`src/hdl/assert_macros.svh`:
```
// Assertion macros used by the top level of the option parser.
`ifndef ASSERT_MACROS_SVH
`define ASSERT_MACROS_SVH

// Same-cycle implication, checked outside reset.
`define ASSERT_IMP(name, clk, rst_n, ante, cons) \
  name: assert property (@(posedge clk) disable iff (!(rst_n)) (ante) |-> (cons)) \
    else $error("implication check failed");

// Next-cycle implication, checked outside reset.
`define ASSERT_NEXT(name, clk, rst_n, ante, cons) \
  name: assert property (@(posedge clk) disable iff (!(rst_n)) (ante) |=> (cons)) \
    else $error("next-cycle check failed");

`endif

```
`src/hdl/tcpop_pkg.sv`:
```
// Types and constants shared by the TCP option parser modules.
package tcpop_pkg;

  typedef enum logic [1:0] {
    ST_OK        = 2'd0,
    ST_TOO_SHORT = 2'd1,
    ST_OVERRUN   = 2'd2,
    ST_BAD_LEN   = 2'd3
  } status_e;

  localparam logic [7:0] OPT_EOL = 8'd0;
  localparam logic [7:0] OPT_NOP = 8'd1;
  localparam logic [7:0] OPT_MSS = 8'd2;
  localparam logic [7:0] OPT_TS  = 8'd8;

  localparam logic KIND_HDR = 1'b0;
  localparam logic KIND_OPT = 1'b1;

  typedef struct packed {
    logic       kind;
    logic [3:0] data_offset;
    logic       ack_bit;
    logic [7:0] opt_byte;
  } in_word_t;

  typedef struct packed {
    status_e     status;
    logic [15:0] mss_value;
    logic        mss_updated;
    logic [31:0] echo_value;
    logic        echo_updated;
  } result_t;

  // Handshake between the input register and the parser core.
  typedef struct packed {
    logic valid;
    logic take;
  } stage_ctl_t;

endpackage

```
`src/hdl/tcpop_in_stage.sv`:
```
// Input register of the TCP option parser.
module tcpop_in_stage (
  input  logic                clk_i,
  input  logic                rst_ni,
  input  logic                in_valid_i,
  output logic                in_ready_o,
  input  tcpop_pkg::in_word_t in_word_i,
  input  logic                take_i,
  output logic                word_valid_o,
  output tcpop_pkg::in_word_t word_o
);
  import tcpop_pkg::*;

  logic     valid_q;
  in_word_t word_q;
  logic     load;

  assign in_ready_o   = !valid_q || take_i;
  assign load         = in_valid_i && in_ready_o;
  assign word_valid_o = valid_q;
  assign word_o       = word_q;

  always_ff @(posedge clk_i or negedge rst_ni) begin
    if (!rst_ni) begin
      valid_q <= 1'b0;
    end else if (load) begin
      valid_q <= 1'b1;
    end else if (take_i) begin
      valid_q <= 1'b0;
    end
  end

  always_ff @(posedge clk_i) begin
    if (load) begin
      word_q <= in_word_i;
    end
  end

endmodule

```
`src/hdl/tcpop_core.sv`:
```
// Parser state and the per-word step logic of the TCP option parser.
module tcpop_core (
  input  logic                 clk_i,
  input  logic                 rst_ni,
  input  logic                 timestamps_valid_i,
  input  tcpop_pkg::stage_ctl_t ctl_i,
  input  tcpop_pkg::in_word_t  word_i,
  output logic                 res_valid_o,
  output tcpop_pkg::result_t   res_o
);
  import tcpop_pkg::*;

  typedef enum logic [1:0] {
    PH_IDLE = 2'd0,
    PH_KIND = 2'd1,
    PH_LEN  = 2'd2,
    PH_BODY = 2'd3
  } phase_e;

  phase_e      phase_q, phase_d;
  logic [5:0]  left_q, left_d;
  logic [7:0]  code_q, code_d;
  logic [5:0]  len_q, len_d;
  logic [5:0]  idx_q, idx_d;
  logic [31:0] gather_q, gather_d;
  logic [15:0] mss_q, mss_d;
  logic [31:0] echo_q, echo_d;
  logic        ack_q, ack_d;
  logic        mss_upd_q, mss_upd_d;
  logic        echo_upd_q, echo_upd_d;

  logic        res_valid;
  status_e     res_status;
  logic [5:0]  hdr_bytes;
  logic [7:0]  b;

  assign b         = word_i.opt_byte;
  assign hdr_bytes = {word_i.data_offset, 2'b00} - 6'd20;

  always_comb begin
    phase_d    = phase_q;
    left_d     = left_q;
    code_d     = code_q;
    len_d      = len_q;
    idx_d      = idx_q;
    gather_d   = gather_q;
    mss_d      = mss_q;
    echo_d     = echo_q;
    ack_d      = ack_q;
    mss_upd_d  = mss_upd_q;
    echo_upd_d = echo_upd_q;
    res_valid  = 1'b0;
    res_status = ST_OK;

    if (ctl_i.valid && ctl_i.take) begin
      if (word_i.kind == KIND_HDR) begin
        // A new header abandons whatever parse was running.
        ack_d      = word_i.ack_bit;
        mss_upd_d  = 1'b0;
        echo_upd_d = 1'b0;
        code_d     = '0;
        len_d      = '0;
        idx_d      = '0;
        gather_d   = '0;
        if (word_i.data_offset < 4'd5) begin
          left_d     = '0;
          res_valid  = 1'b1;
          res_status = ST_TOO_SHORT;
          phase_d    = PH_IDLE;
        end else begin
          left_d = hdr_bytes;
          if (hdr_bytes == 6'd0) begin
            res_valid = 1'b1;
            phase_d   = PH_IDLE;
          end else begin
            phase_d = PH_KIND;
          end
        end
      end else begin
        case (phase_q)
          PH_KIND: begin
            if (b == OPT_NOP) begin
              left_d = left_q - 6'd1;
              if (left_d == 6'd0) begin
                res_valid = 1'b1;
                phase_d   = PH_IDLE;
              end
            end else if (b == OPT_EOL) begin
              res_valid = 1'b1;
              phase_d   = PH_IDLE;
            end else if (left_q < 6'd2) begin
              // No room left for the length byte.
              res_valid  = 1'b1;
              res_status = ST_OVERRUN;
              phase_d    = PH_IDLE;
            end else begin
              code_d  = b;
              phase_d = PH_LEN;
            end
          end
          PH_LEN: begin
            if (b < 8'd2) begin
              res_valid  = 1'b1;
              res_status = ST_BAD_LEN;
              phase_d    = PH_IDLE;
            end else if (b > {2'b00, left_q}) begin
              res_valid  = 1'b1;
              res_status = ST_OVERRUN;
              phase_d    = PH_IDLE;
            end else begin
              left_d   = left_q - b[5:0];
              len_d    = b[5:0];
              idx_d    = '0;
              gather_d = '0;
              if (b == 8'd2) begin
                if (left_d == 6'd0) begin
                  res_valid = 1'b1;
                  phase_d   = PH_IDLE;
                end else begin
                  phase_d = PH_KIND;
                end
              end else begin
                phase_d = PH_BODY;
              end
            end
          end
          PH_BODY: begin
            gather_d = {gather_q[23:0], b};
            if (code_q == OPT_MSS && idx_q == 6'd1) begin
              mss_d     = gather_d[15:0];
              mss_upd_d = 1'b1;
            end
            if (code_q == OPT_TS && idx_q == 6'd3 && ack_q && timestamps_valid_i) begin
              echo_d     = gather_d;
              echo_upd_d = 1'b1;
            end
            idx_d = idx_q + 6'd1;
            if (({1'b0, idx_d} + 7'd2) >= {1'b0, len_q}) begin
              if (left_q == 6'd0) begin
                res_valid = 1'b1;
                phase_d   = PH_IDLE;
              end else begin
                phase_d = PH_KIND;
              end
            end
          end
          default: begin
            // Idle: stray option bytes are dropped.
          end
        endcase
      end
    end
  end

  assign res_valid_o = res_valid;
  assign res_o = '{status:       res_status,
                   mss_value:    mss_d,
                   mss_updated:  mss_upd_d,
                   echo_value:   echo_d,
                   echo_updated: echo_upd_d};

  always_ff @(posedge clk_i or negedge rst_ni) begin
    if (!rst_ni) begin
      phase_q    <= PH_IDLE;
      left_q     <= '0;
      code_q     <= '0;
      len_q      <= '0;
      idx_q      <= '0;
      gather_q   <= '0;
      mss_q      <= '0;
      echo_q     <= '0;
      ack_q      <= 1'b0;
      mss_upd_q  <= 1'b0;
      echo_upd_q <= 1'b0;
    end else begin
      phase_q    <= phase_d;
      left_q     <= left_d;
      code_q     <= code_d;
      len_q      <= len_d;
      idx_q      <= idx_d;
      gather_q   <= gather_d;
      mss_q      <= mss_d;
      echo_q     <= echo_d;
      ack_q      <= ack_d;
      mss_upd_q  <= mss_upd_d;
      echo_upd_q <= echo_upd_d;
    end
  end

endmodule

```
`src/hdl/tcpop_out_stage.sv`:
```
// Result register of the TCP option parser.
module tcpop_out_stage (
  input  logic               clk_i,
  input  logic               rst_ni,
  input  logic               load_i,
  input  tcpop_pkg::result_t res_i,
  output logic               free_o,
  output logic               out_valid_o,
  input  logic               out_ready_i,
  output tcpop_pkg::result_t res_o
);
  import tcpop_pkg::*;

  logic    valid_q;
  result_t res_q;

  assign free_o      = !valid_q || out_ready_i;
  assign out_valid_o = valid_q;
  assign res_o       = res_q;

  always_ff @(posedge clk_i or negedge rst_ni) begin
    if (!rst_ni) begin
      valid_q <= 1'b0;
    end else if (load_i) begin
      valid_q <= 1'b1;
    end else if (out_ready_i) begin
      valid_q <= 1'b0;
    end
  end

  always_ff @(posedge clk_i) begin
    if (load_i) begin
      res_q <= res_i;
    end
  end

endmodule

```
`src/hdl/tcp_option_parser_top.sv`:
```
// Top level of the TCP option parser: input register, parser core, result register.
//
// The block walks the option area of a TCP header, one word per cycle unless
// stalled. A header word (kind 0) carries the data offset and the ACK flag; each
// following option word (kind 1) carries one byte of the option area. A result
// word is produced when a parse ends, none for one abandoned by a new header:
// status, the stored peer MSS and the stored timestamp echo value, each with a
// flag saying whether this segment updated it; other words update the parser state.
// The in and out channels use valid/ready; the cfg channel writes the
// timestamps-enable register and is always ready. Write it only while the
// block is idle.
// An accepted word waits in the input register until the parser core steps it;
// any result of the step goes straight into the result register.
// Throughput: one word per cycle while the result register has room, set by the
// single registered step of the parser core between the input and result registers.
// When the receiver stalls, the result register holds its word; the input
// register then fills and in_ready_o drops until the result is taken.
// Reset clears the parser state, the stored MSS and echo values, the enable
// register and both stage valids; the block accepts words straight away.
`include "assert_macros.svh"

module tcp_option_parser_top (
  input  logic        clk_i,
  input  logic        rst_ni,
  input  logic        cfg_valid_i,
  output logic        cfg_ready_o,
  input  logic        timestamps_valid_i,
  input  logic        in_valid_i,
  output logic        in_ready_o,
  input  logic        kind_i,
  input  logic [3:0]  data_offset_i,
  input  logic        ack_bit_i,
  input  logic [7:0]  opt_byte_i,
  output logic        out_valid_o,
  input  logic        out_ready_i,
  output logic [1:0]  status_o,
  output logic [15:0] mss_value_o,
  output logic        mss_updated_o,
  output logic [31:0] echo_value_o,
  output logic        echo_updated_o
);
  import tcpop_pkg::*;

  logic       ts_en_q;
  in_word_t   in_word;
  in_word_t   s1_word;
  logic       s1_valid;
  logic       out_free;
  stage_ctl_t ctl;
  logic       res_valid;
  result_t    res;
  result_t    out_res;

  // The enable register is always ready to take a write.
  assign cfg_ready_o = 1'b1;

  always_ff @(posedge clk_i or negedge rst_ni) begin
    if (!rst_ni) begin
      ts_en_q <= 1'b0;
    end else if (cfg_valid_i) begin
      ts_en_q <= timestamps_valid_i;
    end
  end

  assign in_word = '{kind:        kind_i,
                     data_offset: data_offset_i,
                     ack_bit:     ack_bit_i,
                     opt_byte:    opt_byte_i};

  // A buffered word steps the parser only when its result, if any, has a place.
  assign ctl.valid = s1_valid;
  assign ctl.take  = s1_valid && out_free;

  tcpop_in_stage u_in (
    .clk_i        (clk_i),
    .rst_ni       (rst_ni),
    .in_valid_i   (in_valid_i),
    .in_ready_o   (in_ready_o),
    .in_word_i    (in_word),
    .take_i       (ctl.take),
    .word_valid_o (s1_valid),
    .word_o       (s1_word)
  );

  tcpop_core u_core (
    .clk_i              (clk_i),
    .rst_ni             (rst_ni),
    .timestamps_valid_i (ts_en_q),
    .ctl_i              (ctl),
    .word_i             (s1_word),
    .res_valid_o        (res_valid),
    .res_o              (res)
  );

  tcpop_out_stage u_out (
    .clk_i       (clk_i),
    .rst_ni      (rst_ni),
    .load_i      (res_valid),
    .res_i       (res),
    .free_o      (out_free),
    .out_valid_o (out_valid_o),
    .out_ready_i (out_ready_i),
    .res_o       (out_res)
  );

  assign status_o       = out_res.status;
  assign mss_value_o    = out_res.mss_value;
  assign mss_updated_o  = out_res.mss_updated;
  assign echo_value_o   = out_res.echo_value;
  assign echo_updated_o = out_res.echo_updated;

  // A result is only produced when the result register can take it.
  `ASSERT_IMP(a_res_has_room, clk_i, rst_ni, res_valid, out_free)

  // A buffered word that is not stepped stays buffered.
  `ASSERT_NEXT(a_s1_held, clk_i, rst_ni, s1_valid && !ctl.take, s1_valid)

  // A too-short header resets the per-segment update flags.
  `ASSERT_IMP(a_short_no_upd, clk_i, rst_ni,
              out_valid_o && (status_o == ST_TOO_SHORT),
              !mss_updated_o && !echo_updated_o)

endmodule

```
`config.mk`:
```
export PLATFORM = sky130hd
export DESIGN_NAME = tcp_option_parser_top
export DESIGN_NICKNAME = d
export VERILOG_FILES = /design/src/hdl/tcpop_pkg.sv /design/src/hdl/tcpop_in_stage.sv /design/src/hdl/tcpop_core.sv /design/src/hdl/tcpop_out_stage.sv /design/src/hdl/tcp_option_parser_top.sv
export VERILOG_INCLUDE_DIRS = /design/src /design/src/hdl
export SDC_FILE = /design/constraint.sdc
export NUM_CORES = 1
export LEC_CHECK = 0
export ABC_AREA = 0
export BUFFER_PORTS_ARGS = -buffer_cell sky130_fd_sc_hd__buf_2
export CORE_MARGIN = 2
export CORE_UTILIZATION = 59
export CTS_CLUSTER_DIAMETER = 120
export DETAILED_ROUTE_END_ITERATION = 8
export GPL_TIMING_DRIVEN = 0
export PLACE_DENSITY = 0.77
export SLEW_MARGIN = 5
export SYNTH_ARGS = -nofsm -noshare
export SYNTH_HDL_FRONTEND = slang
export SYNTH_SLANG_ARGS = --single-unit
```
`constraint.sdc`:
```
create_clock -name clk_i -period 7.19 [get_ports clk_i]
set_input_delay 1.438 -clock clk_i [delete_from_list [all_inputs] [get_ports clk_i]]
set_output_delay 1.438 -clock clk_i [all_outputs]
set_load 0.005 [all_outputs]
```
======== After elaboration in Yosys (flattened, before gate mapping) ========
Cells that the tools add are included.
word-level totals
  register bits after elaboration ......... 172
  input bits .............................. 20
  output and inout bits ................... 55
  logic and storage cells ................. 162
cells by class
  add/sub/neg operators ................... 5
  order comparisons ....................... 5
  eq/ne operators ......................... 24
  muxes and demuxes ....................... 80
  bitwise operators ....................... 1
  reduce and logical (&&, ||, !) cells .... 24
operator list
  operator             count
  $mux 32              4
  $mux 24              3
  $mux 6               12
  $mux 16              4
  $pmux 24 s2          1
  $mux 8               5
  $mux 2               16
  $mux 1               30
  $logic_not 6->1      4
  $pmux 6 s2           2
  $eq 8x2->1 const B   2
  $reduce_and 4->1     3
  $ne 2x2->1 const B   5
  $reduce_and 5->1     2
  $eq 8x1->1 const B   1
  $eq 8x4->1 const B   1
  $gt 8x6->1           1
  $logic_not 8->1      1
  $lt 8x2->1 const B   1
  $add 6x2->7 const B  1
  $ge 7x6->1           1
  $logic_and 1x1->1    7
  $add 6x1->6 const B  1
  $eq 6x1->1 const B   1
  other kinds (22)     30

======== Longest topological paths before layout ========
Gate-level depths: netlist of run 1.
  depth in word-level cells ............... 10
  depth in mapped cells ................... 15
  gate-level depth less buffers ........... 15

======== Cells and area by module ========
Synthesis of run 1 repeated with hierarchy kept, for this count alone.
unflattened totals
  cell total of the unflattened synthesis .. 619
  area, all modules ....................... 7911.3 µm²
by module, submodules not included
  module                 instances  cells each  area an instance (µm²)  seq. area each (µm²)
  tcpop_core             1          541         5770.5                  2577.5
  tcpop_out_stage        1          55          1609.0                  1586.5
  tcpop_in_stage         1          18          474.2                   445.4
  tcp_option_parser_top  1          5           57.6                    25.0

======== Least setup slack after synthesis of run 1 ========
OpenSTA, ideal clock, no wires.
  path type ............................... register to register
  start point ............................. register u_core.idx_q[0]
  end point ............................... register u_out.res_q, in the netlist u_out.res_o[0], enable pin
  setup time .............................. 0.462 ns
  arrival ................................. 5.074 ns
  required time ........................... 6.728 ns
  path slack .............................. 1.654 ns
  cell stages (with the launch flop) ...... 16
  path buffers ............................ 0
  clock period less this slack ............ 5.536 ns
  cells stage by stage .................... dfrtp_1 > ha_1 > nor2b_1 > or2_2 > ha_1 > and2_1 > maj3_1 > a21oi_1 > xnor2_1 > ha_1 > nand3_1 > o31ai_1 > a21oi_1 > nor2_1 > a211oi_1 > nor2_1
on the way
  word-level cells in the longest chain between the ends .. 7
ends and longest elaborated chain
  item                    line                         text
  from (decl)             tcpop_core.sv:24             logic [5:0] idx_q, idx_d;
  from (signal assigned)  tcpop_core.sv:180            idx_q <= idx_d;
  $add 6x1->6             tcpop_core.sv:137            idx_d = idx_q + 6'd1;
  $add 6x2->7             tcpop_core.sv:138            if (({1'b0, idx_d} + 7'd2) >= {1'b0, len_q}) begin
  $ge 7x6->1              tcpop_core.sv:138
  $mux 1                  tcpop_core.sv:138
  $pmux 1 s3              tcpop_core.sv:80             case (phase_q)
  $mux 1                  tcpop_core.sv:56             if (word_i.kind == KIND_HDR) begin
  $mux 1                  tcpop_core.sv:55             if (ctl_i.valid && ctl_i.take) begin
  net res_valid           tcp_option_parser_top.sv:50  logic res_valid;
  to (signal assigned)    tcpop_out_stage.sv:33        res_q <= res_i;
  to (decl)               tcpop_out_stage.sv:15        result_t res_q;
The timed path passes the listed nets, and every way through them passes these cells.
A chain may end at the register's enable or synchronous reset.

======== Worst setup path in the final report of run 1 ========
  start point ............................. register u_core.idx_q[0]
  end point ............................... register u_out.res_q, in the netlist u_out.res_o[21], enable pin
The elaborated chain is that of the path after synthesis.

==> results of run 1 <==
metrics by stage:
step | power, W | hold slack, ns
floorplan | 0.001692 | 0.4379
global placement | 0.001883 | 0.4501
detailed placement | 0.001909 | 0.4627
CTS | 0.002811 | 0.4777
global route | 0.002956 | 0.5033
finish | 0.002802 | 0.4770
critical path: cells and delay by family, from the launching register on:
family	cells	cell delay, ns
adders and majority gates	4	1.22
xor gates and xnor gates	1	0.10
AOI/OAI and AO/OA	4	0.59
DFF	1	0.51
and+or+nand+nor	6	1.65
buffers and inverters	1	0.27
cells in the mapped netlist (9+ instances only):
cell      instances
dfrtp_1         106
buf_2            10
a21oi_1          18
nor2_1           16
xnor2_1          11
nand2_1          92
o31ai_1          10
inv_1            24
clkbuf_1         18
nand3_1          12
edfxtp_1         66
mux2_2           42
o21ai_0          48
ha_1             29
mux2_4            9
state kept, by name, indices dropped and copies added (netlist names), 2 cells and up:
register         cells
u_out.res_o         52
u_core.echo_q       32
u_core.gather_q     24
u_core.mss_q        16
u_in.word_o         14
u_core.code_q        8
u_core.idx_q         6
u_core.left_q        6
u_core.len_q         6
u_core.phase_q       2
power breakdown:
group / internal, W / total (W) / switching, W
sequential: 0.00115 / 0.00124 / 0.0000924
clock: 0.000492 / 0.000901 / 0.000409
combinational: 0.000276 / 0.000660 / 0.000384
worst paths after layout:
check | startpoint | to | slack (ns) | cells past startpoint
setup / recovery | u_core.idx_q[0] | u_out.res_o[21] | 2.50 | 16
hold / removal | u_in.word_o[8] | u_core.ack_q | 0.48 | 1
setup reg to reg | u_core.idx_q[0] | u_out.res_o[21] | 2.50 | 16
hold reg to reg | u_in.word_o[8] | u_core.ack_q | 0.48 | 1
max in group asynchronous | rst_ni | u_core.len_q[3] | 5.46 | 2
min in group asynchronous | rst_ni | u_core.echo_q[26] | 1.00 | 1
cell families after synthesis:
family / after synthesis / share of synthesized area, %
fa+ha+maj: 31 / 5.132
xor+xnor: 13 / 1.487
buf+inv: 56 / 3.105
simple gates: 181 / 11.77
mux: 58 / 8.858
other cells: 1 / 0.04898
flops: 172 / 60.53
compound gates: 111 / 9.070
area by class of cell:
class | count | area, um2
Inverter | 24 | 90.09
Clock inverter | 14 | 150.1
Buffer | 32 | 147.6
Clock buffer | 18 | 429.2
Tap cell | 172 | 215.2
Multi-Input combinational cell | 395 | 2791
Timing Repair Buffer | 75 | 415.4
Fill cell | 934 | 3746
Sequential cell | 172 | 4634
routing by layer:
| metal | vias up | GRT usage (%) | part of all wire (%) |
|---|---|---|---|
| met4 | 0 | 7.831 | 2.4 |
| met3 | 33 | 6.444 | 4.5 |
| li1 | 2401 | - | - |
| met1 | 2516 | 32.85 | 43 |
| met2 | 139 | 40.15 | 50 |
| met5 | - | 0 | 0 |
==> impl_metrics.py, run 1 <==
metrics = {
    "cts": {
        "cts_buffers": 17,
        "clk_pin_slew_ns": 0.07,
        "cts_tree": "yes",
        "cts_root_buf": "clkbuf_16",
        "post_cts_buffers": 0,
        "htreeDepth": 4,
        "clk_latency_ns": 0.43,
        "cts_resized": 0,
        "clockBufferDepth": 2,
        "cts_hold_buf": 0,
        "cts.sinks": 172,
    },
    "synth": {
        "synth-seq-cells": 172,
        "yosys_warnings": 0,
        "yosysUniqueCellTypes": 61,
        "ys_seq_area_share_pct": 60.53,
        "syn-num-nets": 673,
        "synth_top_cell_by_area": "dfrtp_1",
        "yosysTopAreaCellShare_pct": 34.65,
        "syn_area_um2": 7656,
        "async_flop_share_pct": 61.63,
        "synth_edf_count": 66,
        "avgSynthCellArea_um2": 12.29,
        "ys.flop_type": "dfrtp_1",
        "netlist_top_cells_area": "dfrtp_1 (35%), edfxtp_1 (26%), mux2_2 (6.2%), ha_1 (4.7%), nand2_1 (4.5%)",
        "synth_cells": 623,
    },
    "sta": {
        "max_freq_mhz": 213.1,
        "layout_setup_ws_ns": 2.497,
        "hold_viol": 0,
        "slew-limit-headroom_pct": 34.57,
        "finalCritPeriodShare_pct": 65.27,
        "setup_viol": 0,
        "period_needed_ns": 4.693,
        "rsz0062_at_grt": "no",
        "max_slew.worst_pin.slew_ns": 0.9791,
        "slew_violations": 0,
        "fin_skew_ns": 0.01068,
        "tns_ns": 0,
    },
    "status": {
        "status": "completed",
    },
    "grt": {
        "antenna_found_initial": 0,
        "grt_pass1_vias": 5064,
        "overflow": 0,
        "grt_usage_pct": 24.74,
        "grt_start_max_net_pins": 66,
        "grt_pass1_wl_um": 26650,
    },
    "worst_setup_path": {
        "critPathKind": "register to register",
        "crit_fanout": 27,
        "cp_cell_sequence": "ha_1 > nor2b_1 > or2_2 > ha_1 > and2_1 > maj3_1 > a21oi_1 > xnor2_1 > ha_1 > nand3_1 > o31ai_1 > a21oi_1 > nor2_1 > a211oi_1 > nor2_4 > buf_12",
        "crit_arrival_ns": 4.82,
        "path_common_cell": "ha_1",
        "cp-start-kind": "register",
        "cp_slowest_stage_delay_ns": 0.82,
        "cp.required_ns": 7.32,
        "end_kind": "register",
        "slowest_stage": "nor2_4",
    },
    "route": {
        "postRouteAntennaNets": 0,
        "vias": 5089,
        "viasPerCell": 5.642,
        "first_iter_violations": 478,
        "drt_wl_total_um": 16160,
        "first_pass_iters": 6,
        "drcViolationCount": 0,
        "routedWlPerCell_um": 17.92,
    },
    "placement": {
        "placed_cells": 870,
        "dpl_cell_area_um2": 8294,
        "preCtsSetupSlack_ns": 2.582,
        "routabilityCongestion": 0.8632,
        "port_buffers": 73,
        "dp_hpwl_um": 11250,
    },
    "die": {
        "die_y_um": 117.9,
        "num_rows": 41,
        "io_pins": 75,
        "die-area_um2": 13900,
        "die_x_um": 117.9,
        "start_util_pct": 60.67,
        "core_area_um2": 12620,
    },
    "final_layout": {
        "finalNetCount": 767,
        "drive_gt1_share_pct": 24.93,
        "fin_cells": 902,
        "fin_util_pct": 70.32,
        "final_common_cell": "dfrtp_1",
        "antennaDiodeCount": 0,
        "syn_to_final_growth_pct": 15.90,
        "stdcell_area_um2": 8874,
        "final_cell_mix": "dfrtp_1 (106), nand2_1 (92), buf_2 (82), edfxtp_1 (66), o21ai_0 (48)",
    },
    "power_and_ir_drop": {
        "power_density_nw_per_um2": 315.7,
        "vdd_ir_drop_max_mv": 0.2085,
        "p_leak_nw": 3.984,
    },
    "job": {
        "drv_cap": 0,
    },
    "hold_path": {
        "min_path_type": "register to register",
    },
}
Power figures use the tool's default switching activity.
==> run 2: changes to the inputs <==
--- a/config.mk
+++ b/config.mk
@@ -9,11 +9,11 @@
 export ABC_AREA = 0
 export BUFFER_PORTS_ARGS = -buffer_cell sky130_fd_sc_hd__buf_2
 export CORE_MARGIN = 2
-export CORE_UTILIZATION = 59
+export CORE_UTILIZATION = 53
 export CTS_CLUSTER_DIAMETER = 120
 export DETAILED_ROUTE_END_ITERATION = 8
 export GPL_TIMING_DRIVEN = 0
-export PLACE_DENSITY = 0.77
+export PLACE_DENSITY = 0.73
 export SLEW_MARGIN = 5
 export SYNTH_ARGS = -nofsm -noshare
 export SYNTH_HDL_FRONTEND = slang
==> constraint.sdc (replaced) <==
create_clock -name clk_i -period 4.3 [get_ports clk_i]
set_input_delay 0.86 -clock clk_i [delete_from_list [all_inputs] [get_ports clk_i]]
set_output_delay 0.86 -clock clk_i [all_outputs]
set_load 0.005 [all_outputs]
==> run 2 against run 1 <==
Total power is 64% higher. Fmax grew 16%. Critical path depth rose by 1. Global-route usage is 2.4 points lower. Register-to-register slack worse by 2.3 ns. Critical path type unchanged. Critical endpoint is now u_out.res_o[43]. Largest power group unchanged.
==> impl_metrics.py, run 2 (synthesis results as in run 1) <==
metrics = {
    "grt": {
        "grt_pass1_vias": 5171,
        "antenna_found_initial": 0,
        "grt_start_max_net_pins": 59,
        "overflow": 0,
        "grt_usage_pct": 22.37,
        "grt_pass1_wl_um": 25930,
    },
    "worst_setup_path": {
        "cp-start-kind": "register",
        "cp_slowest_stage_delay_ns": 0.48,
        "cp_cell_sequence": "ha_2 > nor2b_1 > or2_2 > ha_1 > and2_1 > maj3_1 > a21oi_1 > xnor2_1 > ha_1 > a21oi_1 > o31ai_1 > a21oi_1 > nor2_1 > a211oi_2 > nor2_4 > buf_12 > buf_16",
        "timing.rr.start": "u_core.idx_q[0]",
        "slowest_stage": "dfrtp_2",
        "ff2ff_path_depth": 17,
        "reg2reg_to": "u_out.res_o[43]",
        "crit_fanout": 24,
        "reg2reg_slack_ns": 0.24,
        "end_kind": "register",
        "path_common_cell": "a21oi_1",
        "crit_buf_inv": 2,
        "critPathKind": "register to register",
        "critical-path-top-delay-family": "adder cells",
        "cp.required_ns": 4.48,
        "crit_arrival_ns": 4.23,
    },
    "sta": {
        "setup_viol": 0,
        "period_needed_ns": 4.057,
        "layout_setup_ws_ns": 0.2428,
        "hold_viol": 0,
        "max_freq_mhz": 246.5,
        "fin_skew_ns": 0.01562,
        "slew_violations": 0,
        "finalCritPeriodShare_pct": 94.35,
        "rsz0062_at_grt": "no",
        "max_slew.worst_pin.slew_ns": 0.6810,
        "slew-limit-headroom_pct": 54.60,
    },
    "placement": {
        "placed_cells": 879,
        "preCtsSetupSlack_ns": -0.09490,
        "port_buffers": 73,
        "dp_hpwl_um": 11400,
        "routabilityCongestion": 0.8865,
    },
    "power_and_ir_drop": {
        "p_leak_nw": 3.980,
        "power_density_nw_per_um2": 516.1,
        "vdd_ir_drop_max_mv": 0.3118,
    },
    "job": {
        "drv_cap": 0,
    },
    "route": {
        "routedWlPerCell_um": 17.84,
        "first_iter_violations": 453,
        "first_pass_iters": 5,
        "drcViolationCount": 0,
        "drt_wl_total_um": 16300,
        "vias": 5127,
        "viasPerCell": 5.609,
        "postRouteAntennaNets": 0,
    },
    "final_layout": {
        "syn_to_final_growth_pct": 16.34,
        "drive_gt1_share_pct": 25.34,
        "final_cell_mix": "dfrtp_1 (104), nand2_1 (92), buf_2 (82), edfxtp_1 (66), o21ai_0 (48)",
        "largest_register_ff_count": 52,
        "fillers": 1090,
        "antennaDiodeCount": 0,
        "fin_cells": 914,
        "finalNetCount": 771,
        "final_common_cell": "dfrtp_1",
    },
    "status": {
        "status": "completed",
    },
    "cts": {
        "cts_root_buf": "clkbuf_16",
        "cts.sinks": 172,
        "cts_tree": "yes",
        "cts_buffers": 17,
        "htreeDepth": 4,
        "clockBufferDepth": 2,
        "clk_pin_slew_ns": 0.07,
        "clk_latency_ns": 0.43,
    },
    "die": {
        "die_x_um": 124.2,
        "die_y_um": 124.2,
        "core_area_um2": 13990,
        "io_pins": 75,
        "die-area_um2": 15420,
        "num_rows": 43,
        "start_util_pct": 54.73,
    },
    "hold_path": {
        "min_path_type": "input port to async pin",
    },
}
[run 2: per-layer routing]
| layer | track usage [%] | share of wire (%) | vias up |
|---|---|---|---|
| met5 | 0 | 0 | - |
| met4 | 9.621 | 2.5 | 0 |
| met2 | 36.95 | 50 | 159 |
| li1 | - | - | 2410 |
| met1 | 28.63 | 43 | 2525 |
| met3 | 4.716 | 4.5 | 33 |
[run 2: worst max path at each step]
stage	from	end	slack, ns	depth (start not counted)
final	u_core.idx_q[0]	u_out.res_o[43]	0.24	17
after global routing	u_core.idx_q[0]	u_out.res_o[43]	0.07	17
after CTS	u_core.idx_q[0]	u_out.res_o[45]	0.02	17
after detailed placement	u_core.idx_q[0]	u_out.res_o[18]	-0.09	17
after global placement	u_core.idx_q[0]	u_out.res_o[18]	-0.49	15
after floorplan	u_core.idx_q[0]	u_out.res_o[0]	0.19	15
[run 2: what timing repair did]
action / 4_1_cts / 5_1_grt
buffers inserted: 0 / 2
hold buffers: 0 / 0
cloned: 0 / 1
endpoints found under the setup margin: 24 / 26
gates resized for setup: 1 / 3
pin swaps: 0 / 2
[run 2: final cells by class]
cell class,instances,area [um2],share of cell area (%)
tap,180,225.2,2.528
timing repair buffer,79,483.0,5.422
clock inverter,12,88.84,0.9973
sequential,172,4637,52.06
inverter,24,90.09,1.011
buffer,32,147.6,1.658
multi-input combinational,395,2799,31.42
clock buffer,20,436.7,4.902
[run 2: worst register-to-register path, cell delays in order (launching register included)]
cell,delay [ns]
dfrtp_2,0.48
ha_2,0.26
nor2b_1,0.16
or2_2,0.28
ha_1,0.24
and2_1,0.15
maj3_1,0.34
a21oi_1,0.21
xnor2_1,0.16
ha_1,0.27
a21oi_1,0.12
o31ai_1,0.08
a21oi_1,0.21
nor2_1,0.09
a211oi_2,0.30
nor2_4,0.09
buf_12,0.17
buf_16,0.18
[run 2: where the power goes]
group	internal (W)	total [W]	switching, W
Combinational	0.000494	0.00115	0.000654
Clock	0.000743	0.00137	0.000630
Sequential	0.00192	0.00208	0.000157
[run 2: stage by stage]
stage	cell area [um2]	TNS (ns)	util [%]	total power, W	hold WS [ns]
6_report	8907	0	63.68	0.004597	0.4753
5_1_grt	8907	0	63.68	0.004843	0.5075
4_1_cts	8862	0	63.35	0.004590	0.4768
3_5_place_dp	8332	-2.245	59.56	0.003215	0.4620
3_3_place_gp	8254	-25.35	59.01	0.003134	0.4536
2_1_floorplan	7664	0	-	0.002829	0.4379
==> run 3: changes to the inputs <==
--- a/config.mk
+++ b/config.mk
@@ -7,13 +7,14 @@
 export NUM_CORES = 1
 export LEC_CHECK = 0
 export ABC_AREA = 0
-export BUFFER_PORTS_ARGS = -buffer_cell sky130_fd_sc_hd__buf_2
+export CORE_ASPECT_RATIO = 0.8
 export CORE_MARGIN = 2
-export CORE_UTILIZATION = 53
+export CORE_UTILIZATION = 57
 export CTS_CLUSTER_DIAMETER = 120
 export DETAILED_ROUTE_END_ITERATION = 8
+export DONT_BUFFER_PORTS = 1
 export GPL_TIMING_DRIVEN = 0
-export PLACE_DENSITY = 0.73
+export PLACE_DENSITY = 0.72
 export SLEW_MARGIN = 5
 export SYNTH_ARGS = -nofsm -noshare
 export SYNTH_HDL_FRONTEND = slang
==> run 3 against run 2 <==
Global-route usage grew 2.5 points. Hold slack lost 0.35 ns. Die area shrank 6.8%. Routed wire length grew 2.5%. Utilization grew 1.9 points. Cell area shrank 4.3%. Setup slack gained 0.024 ns. Highest routed layer is now met5. Flip-flop and latch count is the same. Critical path depth shrank 1. Fmax grew 0.60%. Sequential power is essentially flat.
==> impl_metrics.py, run 3 (synthesis results as in run 1) <==
metrics = {
    "status": {
        "status": "completed",
    },
    "sta": {
        "tns_ns": 0,
        "slew_violations": 0,
        "rsz0062_at_grt": "no",
        "max_freq_mhz": 248.0,
        "setup_viol": 0,
        "slew-limit-headroom_pct": 46.82,
        "period_needed_ns": 4.033,
        "finalCritPeriodShare_pct": 93.79,
        "hold_viol": 0,
        "max_slew.worst_pin.slew_ns": 0.7977,
        "fin_skew_ns": 0.008505,
    },
    "route": {
        "first_pass_iters": 5,
        "postRouteAntennaNets": 0,
        "drcViolationCount": 0,
        "routedWlPerCell_um": 20.06,
        "first_iter_violations": 348,
        "drt_wl_total_um": 16710,
        "viasPerCell": 5.956,
        "vias": 4961,
    },
    "cts": {
        "cts.sinks": 172,
        "clk_latency_ns": 0.43,
        "cts_hold_buf": 0,
        "cts_buffers": 17,
        "clk_pin_slew_ns": 0.06,
        "clockBufferDepth": 2,
        "cts_tree": "yes",
        "htreeDepth": 4,
        "cts_root_buf": "clkbuf_16",
    },
    "grt": {
        "grt_pass1_wl_um": 26770,
        "antenna_found_initial": 1,
        "grtUsageMet3_pct": 6.215,
        "grt_pass1_vias": 4942,
        "grt_usage_pct": 24.87,
        "top_usage_layer": "met2",
        "grt_util_met1_pct": 34.61,
        "use_met2_pct": 37.67,
        "overflow": 0,
        "grt_start_max_net_pins": 107,
    },
    "die": {
        "die-area_um2": 14380,
        "die_y_um": 107.7,
        "core_area_um2": 13010,
        "num_rows": 37,
        "io_pins": 75,
        "die_x_um": 133.6,
        "start_util_pct": 58.85,
    },
    "power_and_ir_drop": {
        "clockPowerShare_pct": 33.3,
        "p_sw_w": 0.001459,
        "swShare_pct": 31.15,
        "vdd_ir_drop_max_mv": 0.3412,
        "p_leak_nw": 3.703,
        "p_int_w": 0.003224,
        "total_power_w": 0.004683,
        "p_seq_share_pct": 44.9,
        "pwr-share-comb_pct": 21.7,
        "power_density_nw_per_um2": 549.3,
    },
    "final_layout": {
        "final_common_cell": "dfrtp_1",
        "drive_gt1_share_pct": 17.33,
        "syn_to_final_growth_pct": 11.34,
        "largest_register_ff_count": 52,
        "antennaDiodeCount": 0,
        "final_cell_mix": "dfrtp_1 (105), nand2_1 (92), edfxtp_1 (66), o21ai_0 (48), mux2_2 (42)",
        "finalNetCount": 695,
    },
    "placement": {
        "routabilityCongestion": 0.8598,
        "dp_hpwl_um": 11130,
        "port_buffers": 0,
    },
    "worst_setup_path": {
        "critPathKind": "register to register",
        "cp_cell_sequence": "ha_2 > nor2b_1 > or2_2 > ha_1 > and2_1 > maj3_1 > a21oi_1 > xnor2_1 > ha_1 > a21oi_1 > o31ai_1 > a21oi_1 > nor2_1 > a211oi_2 > nor2_4 > buf_4",
        "end_kind": "register",
        "cp-start-kind": "register",
        "cp.required_ns": 4.48,
        "crit_arrival_ns": 4.21,
        "timing.rr.start": "u_core.idx_q[0]",
        "ff2ff_path_depth": 16,
        "reg2reg_slack_ns": 0.27,
        "slowest_stage": "dfrtp_2",
        "crit_fanout": 15,
        "cp_slowest_stage_delay_ns": 0.48,
        "path_common_cell": "a21oi_1",
        "reg2reg_to": "u_out.res_o[36]",
    },
    "job": {
        "drv_cap": 0,
    },
    "hold_path": {
        "min_path_type": "input port to async pin",
    },
}
-- run 3: cell type report --
cell class | count | area, um2
plain buffers | 32 | 147.6
clock buffers | 18 | 439.2
fillers | 989 | 4484
multi-input cells | 395 | 2799
well taps | 175 | 219.0
clock inverters | 14 | 158.9
repair buffers | 3 | 35.03
flip-flops and latches | 172 | 4636
inverters | 24 | 90.09
-- run 3: timing repair --
item	CTS	global route
setup buffers	2	0
resized for setup	1	2
pin swaps	1	0
endpoints found under the hold margin	0	0
endpoints found under the setup margin	34	52
-- run 3: metal layers --
metal	share of wire, %	vias up	wire length (um)
met5	0.078	-	13
li1	-	2250	-
met2	45	147	7595
met4	2.7	2	443
met3	6.3	40	1059
met1	45	2522	7600
-- run 3: power groups by stage --
stage | clock (W) | combinational [W] | sequential [W]
after floorplan | 0 | 0.000760 | 0.00207
after global placement | 0 | 0.000933 | 0.00213
after detailed placement | 0 | 0.000980 | 0.00213
after CTS | 0.00158 | 0.00101 | 0.00210
after global routing | 0.00165 | 0.00112 | 0.00212
final | 0.00156 | 0.00102 | 0.00210
-- run 3: stage by stage --
stage	hold slack [ns]	util (%)	setup WS (ns)	area (um2)	instances
after floorplan	0.4379	-	0.1946	7664	623
after global placement	0.4637	60.59	-0.4248	7883	798
after detailed placement	0.4561	60.75	-0.1692	7903	799
after CTS	0.1095	65.50	0.1528	8521	833
after global routing	0.1032	65.53	0.05712	8524	833
final	0.1236	65.53	0.2672	8524	833
-- run 3: worst max-delay path by stage --
stage | from | depth (start not counted) | endpoint | slack, ns
final | u_core.idx_q[0] | 16 | u_out.res_o[36] | 0.27
after global routing | u_core.idx_q[1] | 16 | u_out.res_o[36] | 0.06
after CTS | u_core.idx_q[0] | 16 | u_out.res_o[44] | 0.15
after detailed placement | u_core.idx_q[0] | 16 | u_out.res_o[14] | -0.17
after global placement | u_core.idx_q[0] | 15 | u_out.res_o[14] | -0.42
after floorplan | u_core.idx_q[0] | 15 | u_out.res_o[0] | 0.19
-- run 3: worst max-delay path, delay by kind of cell, from the launching register on --
kind | cells | cell delay [ns]
adders and majority gates | 4 | 1.12
AOI/OAI and AO/OA | 5 | 1.01
and+or+nand+nor | 5 | 0.78
DFF | 1 | 0.48
buffers and inverters | 1 | 0.22
xor gates and xnor gates | 1 | 0.16
